===== src/sleb128_delta_decoder_assert.svh =====
// Assertion macros used by the decoder top level.
`ifndef SLEB128_DELTA_DECODER_ASSERT_SVH
`define SLEB128_DELTA_DECODER_ASSERT_SVH

`ifndef SYNTHESIS

`define SLEB_ASSERT_CLK(label, clk, rst_n, prop) \
    label: assert property (@(posedge clk) disable iff (!(rst_n)) (prop)) \
        else $error("assertion failed");

`define SLEB_ASSERT_RST(label, clk, prop) \
    label: assert property (@(posedge clk) (prop)) \
        else $error("assertion failed");

`else

`define SLEB_ASSERT_CLK(label, clk, rst_n, prop)

`define SLEB_ASSERT_RST(label, clk, prop)

`endif

`endif


===== src/sleb_pkg.sv =====
// Types and constants of the SLEB128 delta decoder.
package sleb_pkg;

    localparam int OUT_W   = 64;
    localparam int GROUP_W = 7;

    typedef enum logic [1:0] {
        STATUS_OK       = 2'd0,
        STATUS_TRUNC    = 2'd1,
        STATUS_OVERLONG = 2'd2
    } status_t;

    typedef struct packed {
        logic               has_result;
        status_t            status;
        logic               last_beat;
        logic [OUT_W-1:0]   delta;
        logic [OUT_W-1:0]   running;
    } result_t;

endpackage


===== src/sleb_decode.sv =====
// Combinational step of the decoder: folds one byte into the open value and the sum.
module sleb_decode #(
    parameter int VALUE_WIDTH = 64,
    parameter int BIT_POS_W   = 7
) (
    input  logic [VALUE_WIDTH-1:0] partial_in,
    input  logic [BIT_POS_W-1:0]   bitpos_in,
    input  logic [VALUE_WIDTH-1:0] sum_in,
    input  logic                   overlong_in,
    input  logic [7:0]             data_byte,
    input  logic                   buffer_end,
    output logic [VALUE_WIDTH-1:0] partial_out,
    output logic [BIT_POS_W-1:0]   bitpos_out,
    output logic [VALUE_WIDTH-1:0] sum_out,
    output logic                   overlong_out,
    output sleb_pkg::result_t      result
);
    import sleb_pkg::*;

    localparam logic [BIT_POS_W-1:0] WIDTH_POS = BIT_POS_W'(VALUE_WIDTH);
    localparam logic [BIT_POS_W-1:0] GROUP_POS = BIT_POS_W'(GROUP_W);

    logic                   in_range;
    logic                   cont;
    logic [VALUE_WIDTH-1:0] group_ext;
    logic [VALUE_WIDTH-1:0] partial_new;
    logic [BIT_POS_W-1:0]   bitpos_new;
    logic                   overlong_new;
    logic [VALUE_WIDTH-1:0] value;
    logic [VALUE_WIDTH-1:0] sum_new;

    assign in_range     = bitpos_in < WIDTH_POS;
    assign cont         = data_byte[7];
    assign group_ext    = {{(VALUE_WIDTH-GROUP_W){1'b0}}, data_byte[GROUP_W-1:0]};
    assign partial_new  = in_range ? (partial_in | (group_ext << bitpos_in)) : partial_in;
    assign bitpos_new   = in_range ? (bitpos_in + GROUP_POS) : bitpos_in;
    assign overlong_new = overlong_in | ~in_range;

    always_comb begin
        value = partial_new;
        if ((bitpos_new < WIDTH_POS) && data_byte[6]) begin
            value = partial_new | ({VALUE_WIDTH{1'b1}} << bitpos_new);
        end
    end

    assign sum_new = sum_in + value;

    always_comb begin
        result.has_result = ~cont | buffer_end;
        result.last_beat  = buffer_end;
        if (cont) begin
            result.status  = STATUS_TRUNC;
            result.delta   = '0;
            result.running = OUT_W'(signed'(sum_in));
        end else begin
            result.status  = overlong_new ? STATUS_OVERLONG : STATUS_OK;
            result.delta   = OUT_W'(signed'(value));
            result.running = OUT_W'(signed'(sum_new));
        end

        if (buffer_end) begin
            partial_out  = '0;
            bitpos_out   = '0;
            sum_out      = '0;
            overlong_out = 1'b0;
        end else if (!cont) begin
            partial_out  = '0;
            bitpos_out   = '0;
            sum_out      = sum_new;
            overlong_out = 1'b0;
        end else begin
            partial_out  = partial_new;
            bitpos_out   = bitpos_new;
            sum_out      = sum_in;
            overlong_out = overlong_new;
        end
    end

endmodule


===== src/sleb128_delta_decoder.sv =====
// Top level of the SLEB128 delta decoder: input register, decode step, result register.
//
//   Channel | Ports                                          | Carries
//   s_      | s_valid s_ready s_data_byte s_buffer_end       | one encoded byte per beat
//   m_      | m_valid m_ready m_decoded_delta m_running_value | one decoded value per beat
//           | m_status_code m_final_of_buffer                |
//
// One byte is taken every cycle unless a stalled result holds it; the byte that ends a value
// passes the input register and then the decode step, which sits before the result register.
// Reset is synchronous and active low and clears the decode state and both valid flags.
// A stalled result holds only bytes that end a value or the buffer; continuation bytes keep flowing.
`include "sleb128_delta_decoder_assert.svh"

module sleb128_delta_decoder #(
    parameter int VALUE_WIDTH = 64
) (
    input  logic        aclk,
    input  logic        aresetn,
    input  logic        s_valid,
    output logic        s_ready,
    input  logic [7:0]  s_data_byte,
    input  logic        s_buffer_end,
    output logic        m_valid,
    input  logic        m_ready,
    output logic signed [sleb_pkg::OUT_W-1:0] m_decoded_delta,
    output logic signed [sleb_pkg::OUT_W-1:0] m_running_value,
    output logic [1:0]  m_status_code,
    output logic        m_final_of_buffer
);
    import sleb_pkg::*;

    localparam int BIT_POS_W = $clog2(VALUE_WIDTH + GROUP_W);

    logic                   in_valid_reg;
    logic [7:0]             byte_reg;
    logic                   last_reg;

    logic [VALUE_WIDTH-1:0] partial_reg, partial_next;
    logic [BIT_POS_W-1:0]   bitpos_reg, bitpos_next;
    logic [VALUE_WIDTH-1:0] sum_reg, sum_next;
    logic                   overlong_reg, overlong_next;

    result_t                result;
    result_t                out_reg;
    logic                   out_valid_reg;

    logic                   out_free;
    logic                   advance;

    sleb_decode #(
        .VALUE_WIDTH (VALUE_WIDTH),
        .BIT_POS_W   (BIT_POS_W)
    ) u_decode (
        .partial_in   (partial_reg),
        .bitpos_in    (bitpos_reg),
        .sum_in       (sum_reg),
        .overlong_in  (overlong_reg),
        .data_byte    (byte_reg),
        .buffer_end   (last_reg),
        .partial_out  (partial_next),
        .bitpos_out   (bitpos_next),
        .sum_out      (sum_next),
        .overlong_out (overlong_next),
        .result       (result)
    );

    assign out_free = ~out_valid_reg | m_ready;
    assign advance  = in_valid_reg & (~result.has_result | out_free);
    assign s_ready  = ~in_valid_reg | advance;

    always_ff @(posedge aclk) begin
        if (!aresetn) begin
            in_valid_reg <= 1'b0;
        end else if (s_ready) begin
            in_valid_reg <= s_valid;
        end
        if (s_valid && s_ready) begin
            byte_reg <= s_data_byte;
            last_reg <= s_buffer_end;
        end
    end

    always_ff @(posedge aclk) begin
        if (!aresetn) begin
            partial_reg  <= '0;
            bitpos_reg   <= '0;
            sum_reg      <= '0;
            overlong_reg <= 1'b0;
        end else if (advance) begin
            partial_reg  <= partial_next;
            bitpos_reg   <= bitpos_next;
            sum_reg      <= sum_next;
            overlong_reg <= overlong_next;
        end
    end

    always_ff @(posedge aclk) begin
        if (!aresetn) begin
            out_valid_reg <= 1'b0;
        end else if (advance && result.has_result) begin
            out_valid_reg <= 1'b1;
        end else if (m_ready) begin
            out_valid_reg <= 1'b0;
        end
        if (advance && result.has_result) begin
            out_reg <= result;
        end
    end

    assign m_valid           = out_valid_reg;
    assign m_decoded_delta   = out_reg.delta;
    assign m_running_value   = out_reg.running;
    assign m_status_code     = out_reg.status;
    assign m_final_of_buffer = out_reg.last_beat;

    `SLEB_ASSERT_RST(a_reset_clears_valid, aclk, !aresetn |=> (!m_valid && !in_valid_reg))
    `SLEB_ASSERT_CLK(a_bitpos_bound, aclk, aresetn, bitpos_reg <= BIT_POS_W'(VALUE_WIDTH + 6))
    `SLEB_ASSERT_CLK(a_overlong_needs_width, aclk, aresetn, overlong_reg |-> bitpos_reg >= BIT_POS_W'(VALUE_WIDTH))
    `SLEB_ASSERT_CLK(a_buffer_end_clears, aclk, aresetn, (advance && last_reg) |=> (sum_reg == '0 && bitpos_reg == '0 && !overlong_reg))
    `SLEB_ASSERT_CLK(a_trunc_shape, aclk, aresetn, (m_valid && m_status_code == STATUS_TRUNC) |-> (m_decoded_delta == '0 && m_final_of_buffer))

endmodule

===== config.mk =====
export PLATFORM = sky130hd
export DESIGN_NAME = sleb128_delta_decoder
export DESIGN_NICKNAME = d
export VERILOG_FILES = /design/src/sleb_pkg.sv /design/src/sleb_decode.sv /design/src/sleb128_delta_decoder.sv
export VERILOG_INCLUDE_DIRS = /design/src /design/src/src
export SDC_FILE = /design/constraint.sdc
export NUM_CORES = 1
export LEC_CHECK = 0
export ABC_AREA = 1
export BUFFER_PORTS_ARGS = -buffer_cell sky130_fd_sc_hd__buf_2
export CORE_MARGIN = 2
export CORE_UTILIZATION = 56
export DETAILED_ROUTE_END_ITERATION = 8
export PLACE_DENSITY = 0.75
export SLEW_MARGIN = 15
export SYNTH_ARGS = -nofsm -noshare
export SYNTH_HDL_FRONTEND = slang
export SYNTH_HIERARCHICAL = 1
export SYNTH_SLANG_ARGS = --single-unit

===== constraint.sdc =====
create_clock -name aclk -period 5 [get_ports aclk]
set_input_delay 0.25 -clock aclk [delete_from_list [all_inputs] [get_ports aclk]]
set_output_delay 0.25 -clock aclk [all_outputs]
set_load 0.01 [all_outputs]

* After elaboration in Yosys (flattened, before gate mapping)
Index checks and enable logic that the tools add are counted.
W data, S select, Z words.
** Cells by class
- Add/sub/neg operators :: 2
- Magnitude comparators :: 2
- Equal/unequal tests :: 1
- Shift-type cells :: 2
- Mux-type cells :: 15
- Bitwise gates (word level) :: 13
- Reductions and logical operators :: 5
** Operators by type and width (count)
- $mux W64 :: 7
- $or A64 B64 Y64 :: 2
- $add A64 B64 Y64 :: 1
- $shl A64 B7 Y64 const A :: 1
- $shl A7 B7 Y64 :: 1
- $mux W7 :: 3
- $lt A7 B7 Y1 const B :: 2
- $add A7 B3 Y7 const B :: 1
- $not A1 Y1 :: 5
- $or A1 B1 Y1 :: 5
- $mux W1 :: 4
- $logic_and A1 B1 Y1 :: 3
- $mux W2 :: 1
- $ne A2 B1 Y1 const B :: 1
- $reduce_and A2 Y1 :: 1
- $reduce_bool A2 Y1 :: 1
- $and A1 B1 Y1 :: 1
** Storage, ports and cells
- Flip-flop bits (word level) :: 278
- Bits of input ports :: 13
- Output and inout bits :: 133
- Logic and storage cells :: 52

* Logic depth before layout (Yosys ltp)
- Depth after elaboration :: 8
- Depth in mapped cells :: 37
- Gate-level depth less buffers :: 36

* Hierarchy
Netlist, hierarchy kept.
** Modules (own cells, without submodules)
- sleb128_delta_decoder :: times used 1, cells an instance 1047, area each 10447.5 µm², seq. area each 6966.7 µm²
- sleb_decode :: times used 1, cells an instance 2231, area each 10112.2 µm², seq. area each 0.0 µm²

* Least setup slack after synthesis
No wires, ideal clock.
- Path type :: reg2reg
- Start point :: register byte_reg[7]
- End point :: register out_reg, in the netlist m_decoded_delta[0], enable pin
- Library setup time :: 0.484 ns
- Arrival :: 4.150 ns
- Required time :: 4.516 ns
- Slack :: 0.367 ns
- Cell stages (with the launch flop) :: 11
- Path buffers :: 4
- Clock period less this slack :: 4.633 ns
- Path through :: edfxtp_1 -> clkbuf_1 -> inv_1 -> nor2_1 -> inv_2 -> clkbuf_1 -> nand3_2 -> buf_4 -> buf_6 -> nand3_1 -> inv_1
** RTL lines
- start: declaration :: RTL line sleb128_delta_decoder.sv:35 : logic [7:0] byte_reg;
- start signal: assignment :: RTL line sleb128_delta_decoder.sv:78 : byte_reg <= s_data_byte;
- end signal: assignment :: RTL line sleb128_delta_decoder.sv:106 : out_reg <= result;
- end: declaration :: RTL line sleb128_delta_decoder.sv:44 : result_t out_reg;

* Worst setup path after layout
- Start point :: register bitpos_reg[0]
- End point :: register sum_reg[60]
** On the way
- Longest elaborated chain between the ends :: 8
- Elaborated cells on any way between the ends :: 14
- Those cells by class :: 2 x add/sub; 2 x order compare; 2 x shift; 5 x mux; 2 x bitwise; 1 x reduce/logical
** Ends and longest elaborated chain
- start: declaration :: RTL line sleb128_delta_decoder.sv:39 : logic [BIT_POS_W-1:0] bitpos_reg, bitpos_next;
- start signal: assignment :: RTL line sleb128_delta_decoder.sv:91 : bitpos_reg <= bitpos_next;
- $add A7 B3 Y7, or another cell as far along :: RTL line sleb_decode.sv:36 : assign bitpos_new = in_range ? (bitpos_in + GROUP_POS) : bitpos_in;
- $mux W7 / $or A64 B64 Y64 (equally long branches) :: RTL line sleb_decode.sv:36, sleb_decode.sv:35
- $shl A64 B7 Y64, or another cell as far along :: RTL line sleb_decode.sv:42 : value = partial_new | ({VALUE_WIDTH{1'b1}} << bitpos_new);
- $or A64 B64 Y64 / $logic_and A1 B1 Y1 (equally long branches) :: RTL line sleb_decode.sv:42, sleb_decode.sv:41
- $mux W64 (*) :: RTL line sleb_decode.sv:41 : if ((bitpos_new < WIDTH_POS) && data_byte[6]) begin
- $add A64 B64 Y64 (*) :: RTL line sleb_decode.sv:46 : assign sum_new = sum_in + value;
- $mux W64 (*) :: RTL line sleb_decode.sv:66 : end else if (!cont) begin
- $mux W64 (*) :: RTL line sleb_decode.sv:61 : if (buffer_end) begin
- net sum_next[60] :: RTL line sleb128_delta_decoder.sv:40 : logic [VALUE_WIDTH-1:0] sum_reg, sum_next;
- end signal: assignment :: RTL line sleb128_delta_decoder.sv:92 : sum_reg <= sum_next;
- end: declaration :: RTL line sleb128_delta_decoder.sv:40
The timed path passes the listed nets; every way through them passes the cells marked *. The select of a mux whose other input is x is not followed.
A chain may end at the register's enable or synchronous reset.

==> run summary <==
Status: complete, no violations
Pleak: 0.01191 uW
Reg2reg end: sum_reg[60]
Clock buffer depth: 3
Core area: 36350 um2
Via count: 21790
Share of layout cells above drive strength 1: 10.50%
Drt pass-1 iters: 6
Critical path capture point type: flip-flop
Worst Tran Pin Value: 1147 ps
WP data required: 5480 ps
R2r worst-path depth: 30
Critical path's largest stage delay: 450 ps
Seq/Total Area, Yosys: 33.89%
Final worst path period share: 95.24%
HPWL Detailed: 56520 um
Syn_area_per_cell: 6.272 um2
Switching power: 2808 uW
PortBufs: 145
HP Start: s_data_byte[6]
Final Skew: 17.88 ps
Tightest Hold Check Type: primary input to flip-flop
Total Routing Usage GR: 38.98%
Remaining DRCs: 0
Async set-reset flop share out of synthesis: 0%
Via density: 5.564
Antenna viol nets, final: 0
Hold depth: 2
Pins Over Slew Limit: 0
Crit-path max FO: 10
Main flop type after synthesis: edfxtp_1
Synth warnings: 6
Number of global-route vias before repair: 20240
Syn_nets: 3363
Die X: 195.6 um
Max-cap violations: 0
Design Area, Final: 23080 um2
Mapped Cells: 3278
Crit Path Class: flip-flop to flip-flop
Period minus WS final: 4762 ps
WHS Endpoint: byte_reg[6]
Antenna violations before repair: 3
Setup total negative slack: 0 ps
Wire per inst: 19.24 um
Peak VDD IR: 293.7 uV
Total clock sinks: 278
Most used cell, CP: nand2_1
Placement-stage cell area: 21830 um2
Slew headroom: 23.51%
Nets@finish: 3507
1st-iter DRT viols: 2517
Synth cell types: 49
Synth-to-Final Area Change: 12.26%
Initial core utilization: 56.56%
CTS Root Cell: clkbuf_16
Combinational Power Share: 32.8%
Pin count of the biggest net entering global routing: 178
Later-pin clock latency in the skew report: 590 ps
Power share of the sequential group: 34.9%
Arrival time worst endpoint: 5240 ps
Post-Route WL: 75360 um
Slowest cell on crit path: nor2_1
Seq cells post-synth: 278
I/O pin total: 146
GRT Residual Overflow: 0
CP Launch Type: flip-flop
H-tree depth: 1
Hold Vio Cnt, Final: 0
Number of synthesized flops with an enable pin: 140
Number of CTS-inserted buffers: 31
Total power: 7655 uW
Std-Cell Rows: 70
Global placement routability congestion: 1.091
Worst R2R Setup Slack: 240 ps
Cell area after synthesis: 20560 um2
Worst r2r src: bitpos_reg[0]
Fin util: 63.50%
Chip Height: 195.6 um
RSZ-0062 raised after global routing: false
Clock transition at path regs: 60 ps
TritonCTS clock tree: yes
Die area: 38260 um2
# setup viols final: 0
Sw frac: 36.68%
Internal power: 4847 uW
Clock Power Share: 32.3%
Pwr Density: 331.7 nW/um2
Wire length of the first global-routing pass: 114200 um
Fmax: 0.2100 GHz
## stage by stage
| step | std cells | setup slack (ps) | hold slack (ps) |
|---|---|---|---|
| finish | 3916 | 238.0 | 364.5 |
| global route | 3915 | 34.67 | 364.2 |
| detailed placement | 3843 | 188.8 | 428.4 |
| global placement | 3843 | 218.7 | 427.0 |
| CTS | 3912 | 115.6 | 352.2 |
| floorplan | 3278 | 366.5 | 348.9 |
## cells by family after synthesis
group,count (synthesis),synth area share (%)
compound gates,405,10.49
simple gates,1744,34.76
flops,278,33.89
fa+ha+maj,72,4.418
buf+inv,754,15.26
xor+xnor,25,1.193
## worst max-delay path by stage
| stage | slack, ps | from | to |
|---|---|---|---|
| after global routing | 30 | bitpos_reg[2] | sum_reg[39] |
| after global placement | 220 | bitpos_reg[2] | sum_reg[25] |
| after CTS | 120 | bitpos_reg[2] | sum_reg[25] |
| after detailed placement | 190 | bitpos_reg[2] | sum_reg[57] |
| after floorplan | 370 | byte_reg[7] | m_decoded_delta[0] |
| final | 240 | bitpos_reg[0] | sum_reg[60] |
## worst max-delay path, delay by kind of cell, from the launching register on
family	cells	cell delay, ps
AOI/OAI and AO/OA	3	410
adders and majority gates	1	210
buffers and inverters	3	380
DFF	1	370
and+or+nand+nor	23	3240
## cell usage after synthesis (6+ instances only)
library cell	number	area, um2
buf_6	25	281.5
dfxtp_1	138	2763
nand3b_1	6	45.04
a21oi_1	289	1446
inv_1	597	2241
nor3_1	19	95.09
edfxtp_1	140	4204
xor2_1	17	148.9
o21ai_0	49	245.2
o21bai_1	21	157.7
nand4_1	14	87.58
clkbuf_1	51	191.4
a31oi_1	7	43.79
o21ai_1	19	95.09
inv_4	6	37.54
xnor2_1	6	52.55
buf_2	35	175.2
inv_2	16	60.06
or2_2	25	156.4
and2_1	7	43.79
nand2_1	992	3724
nor2_1	406	1524
ha_1	71	888.4
buf_1	8	30.03
buf_4	16	120.1
nand3_1	254	1271
## final cells by class
class,count,area (um2)
Clock inverter,9,157.7
Fill cell,3455,13270
Inverter,619,2344
Multi-Input combinational cell,2246,10480
Clock buffer,49,935.9
Timing Repair Buffer,246,1602
Antenna cell,1,2.502
Sequential cell,278,6972
Tap cell,468,585.6
## power by group through the flow
stage | clock [uW] | combinational (uW) | sequential (uW)
floorplan | 0 | 1560 | 2730
global placement | 0 | 2370 | 2710
detailed placement | 0 | 2400 | 2720
CTS | 2490 | 2430 | 2670
global route | 2570 | 2740 | 2690
finish | 2470 | 2510 | 2670
## what timing repair did
item	in CTS	in global routing
hold endpoints to repair	11	0
hold buffers	11	0
resized for setup	0	9
endpoints found under the setup margin	0	48
setup buffers	0	3
## placed cells by master (no fill, tap or decap), types with 5 or more instances in the layout
cell / instances
o21ai_2: 5
nand2_1: 992
nand4_1: 14
a21oi_1: 289
inv_1: 595
nor3_1: 18
a31oi_1: 7
buf_12: 7
dlygate4sd3_1: 11
nand3b_1: 6
buf_2: 144
o21ai_0: 48
xnor2_1: 6
clkbuf_16: 33
xor2_1: 17
nor2_1: 404
edfxtp_1: 140
or2_2: 25
clkbuf_8: 5
and2_1: 7
o21bai_1: 21
ha_1: 71
inv_2: 16
clkbuf_1: 11
o21ai_1: 18
dfxtp_1: 136
nand3_1: 254
inv_4: 8
nor2_2: 7
buf_4: 84
## layer usage
metal	track usage, %	vias to the layer above	share of wire (%)
li1	-	10420	-
met1	49.91	10050	40
met2	63.86	1094	45
met3	4.974	224	8.3
met4	22.02	2	6.5
met5	0	-	0.017
Note: power is estimated with default switching activity, not from simulation.
